===== src/design/ill_pkg.sv =====
// Shared types and constants for the INI line lexer.
package ill_pkg;

    localparam int LINE_LEN_MAX_DEF     = 255;
    localparam int LINE_NUMBER_BITS_DEF = 16;
    localparam int QUEUE_DEPTH          = 2;

    localparam logic [7:0] CH_HASH = 8'h23;
    localparam logic [7:0] CH_LBR  = 8'h5B;
    localparam logic [7:0] CH_RBR  = 8'h5D;
    localparam logic [7:0] CH_EQ   = 8'h3D;
    localparam logic [7:0] CH_US   = 8'h5F;
    localparam logic [7:0] CH_NL   = 8'h0A;

    localparam logic [3:0] TK_IGNORED  = 4'd0;
    localparam logic [3:0] TK_SECT_CH  = 4'd1;
    localparam logic [3:0] TK_SECT_END = 4'd2;
    localparam logic [3:0] TK_KEY_CH   = 4'd3;
    localparam logic [3:0] TK_KEY_END  = 4'd4;
    localparam logic [3:0] TK_VAL_CH   = 4'd5;
    localparam logic [3:0] TK_REC_END  = 4'd6;
    localparam logic [3:0] TK_ERROR    = 4'd7;
    localparam logic [3:0] TK_HALTED   = 4'd8;

    localparam logic [3:0] M_START = 4'd0;
    localparam logic [3:0] M_SECT  = 4'd1;
    localparam logic [3:0] M_KEY   = 4'd2;
    localparam logic [3:0] M_KSP   = 4'd3;
    localparam logic [3:0] M_VLEAD = 4'd4;
    localparam logic [3:0] M_VAL   = 4'd5;
    localparam logic [3:0] M_VCUT  = 4'd6;
    localparam logic [3:0] M_CUT   = 4'd7;
    localparam logic [3:0] M_HALT  = 4'd8;

    typedef struct packed {
        logic [7:0] data;
        logic       nl;
        logic       cut;
        logic       blank;
        logic       word;
        logic       lbr;
        logic       rbr;
        logic       eq;
    } ill_item_t;

endpackage


===== src/design/ill_front.sv =====
// Front end: accepts input beats, classifies bytes and tracks line position.
module ill_front
    import ill_pkg::*;
#(
    parameter int LINE_LEN_MAX = LINE_LEN_MAX_DEF
)
(
    input  logic       clk,
    input  logic       rst_n,
    input  logic       in_valid,
    output logic       in_stall,
    input  logic [7:0] data_byte,
    input  logic       end_of_input,
    input  logic       q_full,
    output logic       push,
    output ill_item_t  item
);

    localparam int LP_W = $clog2(LINE_LEN_MAX + 1);

    logic [LP_W-1:0] line_pos_reg;
    logic [LP_W-1:0] line_pos_next;
    logic            long_line;

    function automatic logic blank_byte(input logic [7:0] b);
        blank_byte = (b == 8'd9) || (b == 8'd11) || (b == 8'd12) || (b == 8'd13)
                     || (b == 8'd32);
    endfunction

    function automatic logic word_byte(input logic [7:0] b);
        word_byte = (b inside {[8'h61:8'h7A], [8'h41:8'h5A], [8'h30:8'h39]})
                    || (b == CH_US);
    endfunction

    assign in_stall  = q_full;
    assign push      = in_valid && !q_full;
    assign long_line = line_pos_reg >= LP_W'(LINE_LEN_MAX);

    always_comb
    begin
        item.data     = data_byte;
        item.nl       = end_of_input || (data_byte == CH_NL);
        item.cut      = 1'b0;
        item.blank    = blank_byte(data_byte);
        item.word     = word_byte(data_byte);
        item.lbr      = data_byte == CH_LBR;
        item.rbr      = data_byte == CH_RBR;
        item.eq       = data_byte == CH_EQ;
        line_pos_next = line_pos_reg;
        if (item.nl)
        begin
            line_pos_next = '0;
        end
        else if (long_line)
        begin
            item.cut = 1'b1;
        end
        else
        begin
            line_pos_next = line_pos_reg + 1'b1;
            item.cut      = (data_byte == CH_HASH) || (data_byte == 8'd0);
        end
    end

    always_ff @(posedge clk or negedge rst_n)
    begin
        if (!rst_n)
        begin
            line_pos_reg <= '0;
        end
        else if (push)
        begin
            line_pos_reg <= line_pos_next;
        end
    end

endmodule


===== src/design/ill_queue.sv =====
// Short queue of classified bytes between front end and lexer.
module ill_queue
    import ill_pkg::*;
(
    input  logic      clk,
    input  logic      rst_n,
    input  logic      push,
    input  ill_item_t push_item,
    output logic      full,
    input  logic      pop,
    output logic      q_valid,
    output ill_item_t q_item
);

    localparam int PTR_W = $clog2(QUEUE_DEPTH);
    localparam int CNT_W = $clog2(QUEUE_DEPTH + 1);

    ill_item_t        slot_reg [QUEUE_DEPTH];
    logic [PTR_W-1:0] head_reg;
    logic [PTR_W-1:0] tail_reg;
    logic [CNT_W-1:0] count_reg;
    logic [CNT_W-1:0] count_next;

    assign full    = count_reg == CNT_W'(QUEUE_DEPTH);
    assign q_valid = count_reg != '0;
    assign q_item  = slot_reg[head_reg];

    always_comb
    begin
        count_next = count_reg;
        if (push && !pop)
        begin
            count_next = count_reg + 1'b1;
        end
        else if (!push && pop)
        begin
            count_next = count_reg - 1'b1;
        end
    end

    always_ff @(posedge clk)
    begin
        if (push)
        begin
            slot_reg[tail_reg] <= push_item;
        end
    end

    always_ff @(posedge clk or negedge rst_n)
    begin
        if (!rst_n)
        begin
            head_reg  <= '0;
            tail_reg  <= '0;
            count_reg <= '0;
        end
        else
        begin
            count_reg <= count_next;
            if (push)
            begin
                tail_reg <= (tail_reg == PTR_W'(QUEUE_DEPTH - 1)) ? '0 : tail_reg + 1'b1;
            end
            if (pop)
            begin
                head_reg <= (head_reg == PTR_W'(QUEUE_DEPTH - 1)) ? '0 : head_reg + 1'b1;
            end
        end
    end

endmodule


===== src/design/ill_back.sv =====
// Back end: line lexer state machine and registered result beat.
module ill_back
    import ill_pkg::*;
#(
    parameter int LINE_NUMBER_BITS = LINE_NUMBER_BITS_DEF
)
(
    input  logic        clk,
    input  logic        rst_n,
    input  logic        q_valid,
    input  ill_item_t   q_item,
    output logic        pop,
    output logic        out_valid,
    input  logic        out_stall,
    output logic [3:0]  token_kind,
    output logic [7:0]  char_out,
    output logic [7:0]  field_position,
    output logic [7:0]  value_length,
    output logic [15:0] error_line
);

    localparam int LW = LINE_NUMBER_BITS;

    logic [3:0]    mode_reg, mode_next;
    logic          sv_reg, sv_next;
    logic [7:0]    ci_reg, ci_next;
    logic [7:0]    te_reg, te_next;
    logic [LW-1:0] line_reg, line_next;
    logic          out_valid_reg;

    logic [3:0]    kind_reg, kind_next;
    logic [7:0]    ch_reg, ch_next;
    logic [7:0]    pos_reg, pos_next;
    logic [7:0]    vlen_reg, vlen_next;
    logic [15:0]   eline_reg, eline_next;

    logic [LW+15:0] line_wide;
    logic [15:0]    line_sat;
    logic [7:0]     ci_inc;
    logic           err;
    logic           vchar;

    assign pop        = q_valid && (!out_valid_reg || !out_stall);
    assign line_wide  = {16'd0, line_reg};
    assign line_sat   = (line_wide > (LW + 16)'(16'hFFFF)) ? 16'hFFFF : line_wide[15:0];
    assign ci_inc     = (ci_reg == 8'hFF) ? 8'hFF : ci_reg + 8'd1;

    always_comb
    begin
        mode_next  = mode_reg;
        sv_next    = sv_reg;
        ci_next    = ci_reg;
        te_next    = te_reg;
        line_next  = line_reg;
        kind_next  = TK_IGNORED;
        ch_next    = 8'd0;
        pos_next   = 8'd0;
        vlen_next  = 8'd0;
        eline_next = 16'd0;
        err        = 1'b0;
        vchar      = 1'b0;
        if (mode_reg == M_HALT)
        begin
            kind_next  = TK_HALTED;
            eline_next = line_sat;
        end
        else
        begin
            case (mode_reg)
                M_START:
                begin
                    if (q_item.nl || (q_item.blank && !q_item.cut))
                    begin
                    end
                    else if (q_item.cut)
                    begin
                        mode_next = M_CUT;
                    end
                    else if (q_item.lbr)
                    begin
                        mode_next = M_SECT;
                        ci_next   = 8'd0;
                    end
                    else if (q_item.word)
                    begin
                        if (!sv_reg)
                        begin
                            err = 1'b1;
                        end
                        else
                        begin
                            mode_next = M_KEY;
                            kind_next = TK_KEY_CH;
                            ch_next   = q_item.data;
                            ci_next   = 8'd1;
                        end
                    end
                    else
                    begin
                        mode_next = M_CUT;
                    end
                end
                M_SECT:
                begin
                    if (q_item.nl || q_item.cut)
                    begin
                        err = 1'b1;
                    end
                    else if (q_item.word)
                    begin
                        kind_next = TK_SECT_CH;
                        ch_next   = q_item.data;
                        pos_next  = ci_reg;
                        ci_next   = ci_inc;
                    end
                    else if (q_item.rbr)
                    begin
                        kind_next = TK_SECT_END;
                        pos_next  = ci_reg;
                        sv_next   = ci_reg != 8'd0;
                        mode_next = M_CUT;
                    end
                    else
                    begin
                        err = 1'b1;
                    end
                end
                M_KEY:
                begin
                    if (q_item.nl || q_item.cut)
                    begin
                        err = 1'b1;
                    end
                    else if (q_item.word)
                    begin
                        kind_next = TK_KEY_CH;
                        ch_next   = q_item.data;
                        pos_next  = ci_reg;
                        ci_next   = ci_inc;
                    end
                    else if (q_item.blank || q_item.eq)
                    begin
                        kind_next = TK_KEY_END;
                        pos_next  = ci_reg;
                        if (q_item.eq)
                        begin
                            mode_next = M_VLEAD;
                            ci_next   = 8'd0;
                            te_next   = 8'd0;
                        end
                        else
                        begin
                            mode_next = M_KSP;
                        end
                    end
                    else
                    begin
                        err = 1'b1;
                    end
                end
                M_KSP:
                begin
                    if (q_item.nl || q_item.cut)
                    begin
                        err = 1'b1;
                    end
                    else if (q_item.eq)
                    begin
                        mode_next = M_VLEAD;
                        ci_next   = 8'd0;
                        te_next   = 8'd0;
                    end
                    else if (!q_item.blank)
                    begin
                        err = 1'b1;
                    end
                end
                M_VLEAD:
                begin
                    if (q_item.nl)
                    begin
                        kind_next = TK_REC_END;
                    end
                    else if (q_item.cut)
                    begin
                        mode_next = M_VCUT;
                    end
                    else if (!q_item.blank)
                    begin
                        mode_next = M_VAL;
                        vchar     = 1'b1;
                    end
                end
                M_VAL:
                begin
                    if (q_item.nl)
                    begin
                        kind_next = TK_REC_END;
                        vlen_next = te_reg;
                    end
                    else if (q_item.cut)
                    begin
                        mode_next = M_VCUT;
                    end
                    else
                    begin
                        vchar = 1'b1;
                    end
                end
                M_VCUT:
                begin
                    if (q_item.nl)
                    begin
                        kind_next = TK_REC_END;
                        vlen_next = te_reg;
                    end
                end
                default:
                begin
                end
            endcase

            if (vchar)
            begin
                kind_next = TK_VAL_CH;
                ch_next   = q_item.data;
                pos_next  = ci_reg;
                ci_next   = ci_inc;
                if (!q_item.blank)
                begin
                    te_next = ci_inc;
                end
            end

            if (err)
            begin
                kind_next  = TK_ERROR;
                ch_next    = 8'd0;
                pos_next   = 8'd0;
                vlen_next  = 8'd0;
                eline_next = line_sat;
                mode_next  = M_HALT;
            end
            else if (q_item.nl)
            begin
                if (line_reg != {LW{1'b1}})
                begin
                    line_next = line_reg + 1'b1;
                end
                mode_next = M_START;
            end
        end
    end

    always_ff @(posedge clk or negedge rst_n)
    begin
        if (!rst_n)
        begin
            mode_reg      <= M_START;
            sv_reg        <= 1'b0;
            ci_reg        <= 8'd0;
            te_reg        <= 8'd0;
            line_reg      <= LW'(1);
            out_valid_reg <= 1'b0;
        end
        else if (pop)
        begin
            mode_reg      <= mode_next;
            sv_reg        <= sv_next;
            ci_reg        <= ci_next;
            te_reg        <= te_next;
            line_reg      <= line_next;
            out_valid_reg <= 1'b1;
        end
        else if (!out_stall)
        begin
            out_valid_reg <= 1'b0;
        end
    end

    always_ff @(posedge clk)
    begin
        if (pop)
        begin
            kind_reg  <= kind_next;
            ch_reg    <= ch_next;
            pos_reg   <= pos_next;
            vlen_reg  <= vlen_next;
            eline_reg <= eline_next;
        end
    end

    assign out_valid      = out_valid_reg;
    assign token_kind     = kind_reg;
    assign char_out       = ch_reg;
    assign field_position = pos_reg;
    assign value_length   = vlen_reg;
    assign error_line     = eline_reg;

endmodule


===== src/design/ini_line_lexer.sv =====
// Top level of the INI line lexer: front end, queue and lexer back end.
// One byte enters per beat and one classified result beat leaves per input beat, in
// order. Sustained rate is one byte per cycle while out_stall is low: the front end
// classifies a byte and tracks its line position in the cycle it is accepted, a
// two-entry queue decouples it from the lexer state machine, which updates once per
// byte and loads a registered result beat. A byte passes a queue slot, then the result
// register. After an error every beat answers halted with the error line until reset.
module ini_line_lexer
    import ill_pkg::*;
#(
    parameter int LINE_LEN_MAX     = LINE_LEN_MAX_DEF,
    parameter int LINE_NUMBER_BITS = LINE_NUMBER_BITS_DEF
)
(
    input  logic        clk,
    input  logic        rst_n,
    input  logic        in_valid,
    output logic        in_stall,
    input  logic [7:0]  data_byte,
    input  logic        end_of_input,
    output logic        out_valid,
    input  logic        out_stall,
    output logic [3:0]  token_kind,
    output logic [7:0]  char_out,
    output logic [7:0]  field_position,
    output logic [7:0]  value_length,
    output logic [15:0] error_line
);

    logic      push;
    logic      q_full;
    logic      q_valid;
    logic      pop;
    ill_item_t push_item;
    ill_item_t q_item;

    ill_front #(
        .LINE_LEN_MAX (LINE_LEN_MAX)
    ) u_front (
        .clk          (clk),
        .rst_n        (rst_n),
        .in_valid     (in_valid),
        .in_stall     (in_stall),
        .data_byte    (data_byte),
        .end_of_input (end_of_input),
        .q_full       (q_full),
        .push         (push),
        .item         (push_item)
    );

    ill_queue u_queue (
        .clk       (clk),
        .rst_n     (rst_n),
        .push      (push),
        .push_item (push_item),
        .full      (q_full),
        .pop       (pop),
        .q_valid   (q_valid),
        .q_item    (q_item)
    );

    ill_back #(
        .LINE_NUMBER_BITS (LINE_NUMBER_BITS)
    ) u_back (
        .clk            (clk),
        .rst_n          (rst_n),
        .q_valid        (q_valid),
        .q_item         (q_item),
        .pop            (pop),
        .out_valid      (out_valid),
        .out_stall      (out_stall),
        .token_kind     (token_kind),
        .char_out       (char_out),
        .field_position (field_position),
        .value_length   (value_length),
        .error_line     (error_line)
    );

endmodule

===== config.mk =====
export PLATFORM = sky130hd
export DESIGN_NAME = ini_line_lexer
export DESIGN_NICKNAME = d
export VERILOG_FILES = /design/src/design/ill_pkg.sv /design/src/design/ill_front.sv /design/src/design/ill_queue.sv /design/src/design/ill_back.sv /design/src/design/ini_line_lexer.sv
export SDC_FILE = /design/constraint.sdc
export NUM_CORES = 1
export LEC_CHECK = 0
export BUFFER_PORTS_ARGS = -buffer_cell sky130_fd_sc_hd__buf_2
export CELL_PAD_IN_SITES_DETAIL_PLACEMENT = 1
export CELL_PAD_IN_SITES_GLOBAL_PLACEMENT = 1
export CORE_ASPECT_RATIO = 1.25
export CORE_MARGIN = 2
export CORE_UTILIZATION = 40
export DETAILED_ROUTE_END_ITERATION = 8
export PLACE_DENSITY = 0.72
export SYNTH_ARGS = -nofsm -noshare
export SYNTH_HDL_FRONTEND = slang
export SYNTH_HIERARCHICAL = 1
export SYNTH_SLANG_ARGS = --single-unit
export TNS_END_PERCENT = 50

===== constraint.sdc =====
create_clock -name clk -period 11.1 [get_ports clk]
set_input_delay 2.22 -clock clk [delete_from_list [all_inputs] [get_ports clk]]
set_output_delay 2.22 -clock clk [all_outputs]
set_load 0.01 [all_outputs]

==> results of run 1 <==
-- worst reg2reg max path, delay by kind of cell, from the launching register on --
family	cells	cell delay [ps]
simple gates	3	1310
flops	1	850
compound gates	2	590
mux	1	420
-- metal layers --
layer	vias up	share of wire, %
met5	-	0
met4	0	2.7
met3	24	3.0
met2	68	53
met1	2006	41
li1	1950	-
-- cell families (layout without fill, tap and decap cells) --
kind of cell	after synthesis	after routing
AO/OA/AOI/OAI	95	95
XOR/XNOR	20	20
adder cells (fa/ha/maj)	5	5
buffers and inverters	42	106
flip-flops	124	124
multiplexers	17	17
AND/OR/NAND/NOR	202	202
-- worst min-delay path by stage --
| stage | from | end | slack, ps | cells after the start |
|---|---|---|---|---|
| after floorplan | u_back/te_reg[1] | u_back/te_reg[1] | 440 | 2 |
| after global placement | u_back/te_reg[1] | u_back/te_reg[1] | 460 | 2 |
| after CTS | u_back/te_reg[7] | u_back/te_reg[7] | 490 | 2 |
| after detailed placement | u_back/te_reg[7] | u_back/te_reg[7] | 470 | 2 |
| after global routing | u_back/te_reg[7] | u_back/te_reg[7] | 500 | 2 |
| final | u_back/te_reg[7] | u_back/te_reg[7] | 480 | 2 |
-- through the flow --
stage          setup WS (ps)  util [%]
6_report                7300      47.2
3_3_place_gp            6910      43.0
4_1_cts                 7240      47.2
2_1_floorplan           5090         -
3_5_place_dp            6780      43.0
5_1_grt                 7070      47.2
-- cells in the final DEF (no fill, tap or decap), types with 4 or more instances in the layout --
cell type,synthesis,layout
sky130_fd_sc_hd__a22o_1,8,8
sky130_fd_sc_hd__and2_1,26,26
sky130_fd_sc_hd__o21ai_0,14,14
sky130_fd_sc_hd__mux2_2,7,7
sky130_fd_sc_hd__a21o_1,7,7
sky130_fd_sc_hd__edfxtp_1,74,74
sky130_fd_sc_hd__dfrtp_1,49,49
sky130_fd_sc_hd__bufinv_16,0,4
sky130_fd_sc_hd__nand4_1,8,8
sky130_fd_sc_hd__nor2b_1,17,16
sky130_fd_sc_hd__nor3_1,9,9
sky130_fd_sc_hd__o31ai_1,4,4
sky130_fd_sc_hd__mux2_4,9,9
sky130_fd_sc_hd__ha_1,5,5
sky130_fd_sc_hd__xnor2_1,15,15
sky130_fd_sc_hd__a21oi_1,27,27
sky130_fd_sc_hd__nor2_1,32,32
sky130_fd_sc_hd__xor2_1,5,5
sky130_fd_sc_hd__buf_2,7,58
sky130_fd_sc_hd__and2b_1,4,4
sky130_fd_sc_hd__nand3_1,20,20
sky130_fd_sc_hd__and3_1,8,8
sky130_fd_sc_hd__inv_1,14,14
sky130_fd_sc_hd__or2_2,6,6
sky130_fd_sc_hd__o211ai_1,4,4
sky130_fd_sc_hd__nand2_1,29,29
sky130_fd_sc_hd__clkbuf_16,0,17
sky130_fd_sc_hd__a31oi_1,10,10
sky130_fd_sc_hd__nand2b_1,16,16
-- layout make-up --
cell class              count  area [µm²]
clock buffers              21         450
clock inverters            11         168
fillers                  1592        7860
inverters                  14        52.6
multi-input cells         339        2350
flip-flops and latches    124        3470
well taps                 182         228
repair buffers             60         305
-- where the power goes --
part | leakage (µW) | total [µW] | internal (µW) | switching, µW
clock | 0.000297 | 578 | 380 | 198
sequential | 0.00139 | 734 | 641 | 93.3
combinational | 0.00117 | 522 | 209 | 312
total | 0.00285 | 1830 | 1230 | 603
==> flow_summary.ini, run 1 <==
[cells_and_area]
num_antenna_cells = 0
layout.nets = 574
postLayoutCellArea_mm2 = 0.00703
drive_gt1_share_pct = 23.4
final_cells = 751
largest_register_ffs = 30
areaGrowthSynthToFinish_pct = 16.2

[grt]
most_crowded_layer_after_global_routing = met2
globalRouteOverflowTotal = 0
gr-usage-met2_pct = 30.6
grt_first_pass_wirelength_um = 21300
via_count_of_the_first_global_routing_pass = 4306
maximum_number_of_pins_on_one_net_before_global_route_repair = 51
met3_usage_pct = 4.74
globalRouteMet1Util_pct = 18.6
antenna_violations_before_repair = 0
gr-usage-all-layers_pct = 17.2

[placed_design]
port_buffers = 58
placedCellCount = 719
detailed_place_hpwl_um = 8750
dpl-instance-area_mm2 = 0.00640
routabilityCongestion = 0.841

[worst_setup_path]
critPathMaxStageDelay_ps = 520
worst-r2r-setup-slack_ps = 7690
crit_family = buffers and inverters
worstPathMaxFanout = 49
required_ps = 11400
worst-path-buf-inv = 2
worstSetupStartpointType = input pin
critical_path.reg2reg.endpoint = u_back/error_line[1]
setup.worst_path.end = u_back/te_reg[4]
rr_startpoint = u_queue/head_reg
timing.critical_path.to_type = flop
critical_path.cell_chain = buf_2, a21boi_4, buf_4, nand2b_1, nor4_4, a41oi_2, a22o_1
crit_path_top_delay_cell = sky130_fd_sc_hd__buf_4
worstSetupPathDepth = 7
cp_data_arrival_time_ps = 4100
worst-r2r-cell-count = 6
worstSetupPathType = in2reg
startpoint = out_stall

[sta]
fmaxAchievable_mhz = 263
final_critical_period_ps = 3800
post-route-period-util_pct = 34.2
setup_viol = 0
timing.final.max_slew_violations = 0
fin_setup_tns_ps = 0
hold_ws_ps = 480
setup_repair_after_global_routing_missed_its_margin = false
timing.slew.headroom_pct = 34.4
pin_slew_with_the_least_headroom_to_its_limit_ps = 980
skew_ps = 6.78
hold_viol_final = 0

[clock_tree]
clk_pin_slew_worst_paths_ps = 60
cts.path.max_buffers = 2
cts_made_buffers = 17
cts_post_setup_buffers_inserted = 0
tritoncts = built
cts-hold-fix-buffers = 0
post_cts_resize_count = 0
cts_htree_levels = 4
clock-sinks = 124
clk_latency_ps = 420
cts_root_buffer = sky130_fd_sc_hd__clkbuf_16

[logic_synthesis]
synth_edf_count = 74
synth-adder-area-share_pct = 1.03
synth.mux.area_fraction_pct = 3.70
post_synth_num_cell_types = 70
netlist.area_leader.share_pct = 36.7
synth_area_leader_cell = sky130_fd_sc_hd__edfxtp_1
ys_async_sr_fraction_pct = 40.3
flops_latches_synth = 124
synth_compound_area_share_pct = 11.1
yosysWarningCount = 6
yosys-top-cells-area = sky130_fd_sc_hd__edfxtp_1 (37%), sky130_fd_sc_hd__dfrtp_1 (20%), sky130_fd_sc_hd__and2_1 (2.7%), sky130_fd_sc_hd__a21oi_1 (2.2%), sky130_fd_sc_hd__mux2_4 (2.2%)
synth-simple-area-share_pct = 19.9
synth.cell_area_mm2 = 0.00605
yosys.area_share.xor_xnor_pct = 2.90
synth_top_family_by_area = simple AND/OR/NAND/NOR gates
synth.yosys.seq_area_share_pct = 57.4
netlist_instances = 505
synth.cells.most_frequent = sky130_fd_sc_hd__edfxtp_1 (74), sky130_fd_sc_hd__dfrtp_1 (49), sky130_fd_sc_hd__nor2_1 (32), sky130_fd_sc_hd__nand2_1 (29), sky130_fd_sc_hd__a21oi_1 (27)
synth.net_count = 523
synth.avg_cell_area_um2 = 12.0
ys_dominant_reg_cell = sky130_fd_sc_hd__edfxtp_1
yosysMostFrequentCell = sky130_fd_sc_hd__edfxtp_1

[power_and_ir_drop]
static-leakage-power_uw = 0.00285
ir_drop_uv = 95.8
post-layout-total-power_uw = 1830
powerDensity_mw_per_mm2 = 261

[drt]
vias_per_cell = 5.39
drt_first_pass_iters = 4
drc = 0
route.vias.total = 4048
drt-initial-drc-count = 212
wl_per_cell_um = 17.2
drt-total-wl_um = 12900
drt.antenna.violating_nets = 0

[die]
core_region_area_mm2 = 0.0149
initial_utilization_pct = 40.6
ioPinCount = 59
die_width_um = 114
floorplan.die_area_mm2 = 0.0161
number_of_core_rows = 50
dieHeight_um = 141

[job]
max_cap_viol_count = 0

[min_path]
min-delay-path-class = reg2reg

[status]
result_of_the_run = complete, no violations
Note: power is estimated with default switching activity, not from simulation.
==> run 2: changes to the inputs <==
--- a/config.mk
+++ b/config.mk
@@ -12,7 +12,7 @@
 export CORE_MARGIN = 2
 export CORE_UTILIZATION = 40
 export DETAILED_ROUTE_END_ITERATION = 8
-export PLACE_DENSITY = 0.72
+export PLACE_DENSITY = 0.75
 export SYNTH_ARGS = -nofsm -noshare
 export SYNTH_HDL_FRONTEND = slang
 export SYNTH_HIERARCHICAL = 1
==> constraint.sdc (replaced) <==
create_clock -name clk -period 3.42 [get_ports clk]
set_input_delay 0.684 -clock clk [delete_from_list [all_inputs] [get_ports clk]]
set_output_delay 0.684 -clock clk [all_outputs]
set_load 0.01 [all_outputs]
==> flow_summary.ini, run 2 (synthesis gave the netlist of run 1 again) <==
[status]
result_of_the_run = complete, no violations

[worst_setup_path]
worstSetupStartpointType = flop
worstSetupPathType = reg2reg
timing.critical_path.to_type = flop
worst-path-buf-inv = 0
critPathMaxStageDelay_ps = 730
crit_top_cell = sky130_fd_sc_hd__nor2_1
cp_data_arrival_time_ps = 3240
required_ps = 3600
critical_path.cell_chain = mux2_4, nor2_1, o31ai_1, a211o_2, nor2_1, and2b_1
crit_path_top_delay_cell = sky130_fd_sc_hd__nor2_1
worstPathMaxFanout = 16
crit_family = simple AND/OR/NAND/NOR gates

[power_and_ir_drop]
static-leakage-power_uw = 0.00286
internal_power_uw = 3990
share_clk_of_total_power_pct = 31.0
p_comb_share_pct = 30.0
netSwitchingPower_uw = 1980
ir_drop_uv = 346
powerDensity_mw_per_mm2 = 848
seqPwrFrac_pct = 39.0
swShare_pct = 33.2

[cells_and_area]
final_common_cell = sky130_fd_sc_hd__edfxtp_1
layout.area.seq_mm2 = 0.00347
drive_gt1_share_pct = 23.6
multi_input_area_mm2 = 0.00234
layout.nets = 578
final_cell_mix = sky130_fd_sc_hd__edfxtp_1 (74), sky130_fd_sc_hd__buf_2 (58), sky130_fd_sc_hd__dfrtp_1 (49)
fill_cells = 1610
num_antenna_cells = 0
largest_register_ffs = 30
areaGrowthSynthToFinish_pct = 16.4

[clock_tree]
cts_htree_levels = 4
cts_post_setup_buffers_inserted = 0
post_cts_resize_count = 0
cts-hold-fix-buffers = 0
cts_made_buffers = 17
cts.path.max_buffers = 2
tritoncts = built
cts_root_buffer = sky130_fd_sc_hd__clkbuf_16
clk_latency_ps = 420
clk_pin_slew_worst_paths_ps = 60
clock-sinks = 124

[drt]
drc = 0
drt-initial-drc-count = 226
wl_per_cell_um = 17.5
drt_first_pass_iters = 6
vias_per_cell = 5.46
route.vias.total = 4123
drt.antenna.violating_nets = 0
drt-total-wl_um = 13200

[min_path]
min-delay-path-class = in2async

[grt]
globalRouteOverflowTotal = 0
gr-usage-all-layers_pct = 17.3
via_count_of_the_first_global_routing_pass = 4309
grt_first_pass_wirelength_um = 21700
antenna_violations_before_repair = 0
maximum_number_of_pins_on_one_net_before_global_route_repair = 49

[sta]
hold_ws_ps = 343
timing.final.max_slew_violations = 0
timing.slew.headroom_pct = 37.1
fin_setup_tns_ps = 0
post-route-period-util_pct = 89.7
skew_ps = 9.34
setup_viol = 0
pin_slew_with_the_least_headroom_to_its_limit_ps = 940
setup_repair_after_global_routing_missed_its_margin = false
final_critical_period_ps = 3070
fmaxAchievable_mhz = 326
hold_viol_final = 0

[die]
number_of_core_rows = 50
initial_utilization_pct = 40.6
ioPinCount = 59
die_width_um = 114
core_region_area_mm2 = 0.0149
dieHeight_um = 141
floorplan.die_area_mm2 = 0.0161

[placed_design]
detailed_place_hpwl_um = 9060
port_buffers = 58
routabilityCongestion = 0.871

[job]
max_cap_viol_count = 0
[run 2: cell types whose count changed in the layout (fill, tap and decap cells not counted), sizes merged]
cell,before,now
inv,14,15
buf,60,64
clkinv,5,4
clkbuf,21,20
clkinvlp,2,3
[run 2: power by group through the flow]
stage | Combinational [µW] | Clock (µW) | Sequential (µW)
2_1_floorplan | 1240 | 0 | 2370
3_3_place_gp | 1760 | 0 | 2340
3_5_place_dp | 1800 | 0 | 2360
4_1_cts | 1810 | 1890 | 2330
5_1_grt | 1970 | 1950 | 2380
6_report | 1790 | 1850 | 2330
[run 2: worst paths after layout]
path                             startpoint                   end  slack (ps)  depth (start not counted)
max                        u_queue/head_reg  u_back/error_line[1]         350                          6
min                                   rst_n      u_back/out_valid         340                          1
max reg2reg                u_queue/head_reg  u_back/error_line[1]         350                          6
min reg2reg                u_back/te_reg[7]      u_back/te_reg[7]         480                          2
max in group asynchronous             rst_n      u_back/ci_reg[1]        2290                          2
min in group clk           u_back/te_reg[7]      u_back/te_reg[7]         480                          2
[run 2: area by class of cell]
class                      instances  area share [%]
inverter                          14           0.746
tap                              182            3.23
timing repair buffer              64            4.76
clock buffer                      20            6.20
sequential                       124            49.3
multi-input combinational        339            33.3
clock inverter                    12            2.42
[run 2: through the flow]
step           utilization (%)  instances  worst slack [ps]  area [µm²]  power [µW]
2_1_floorplan                -        505              43.0        6050        3620
3_3_place_gp              43.2        723               430        6430        4100
3_5_place_dp              43.2        723               324        6430        4160
4_1_cts                   47.3        755               330        7040        6030
5_1_grt                   47.3        755               120        7040        6300
6_report                  47.3        755               352        7040        5970
[run 2: routing by layer]
layer | GRT usage, % | up-vias | wire length (µm)
li1 | - | 1959 | -
met1 | 18.7 | 2037 | 5250
met2 | 31.5 | 93 | 7100
met3 | 3.63 | 34 | 410
met4 | 8.92 | 0 | 425
met5 | 0 | - | 0
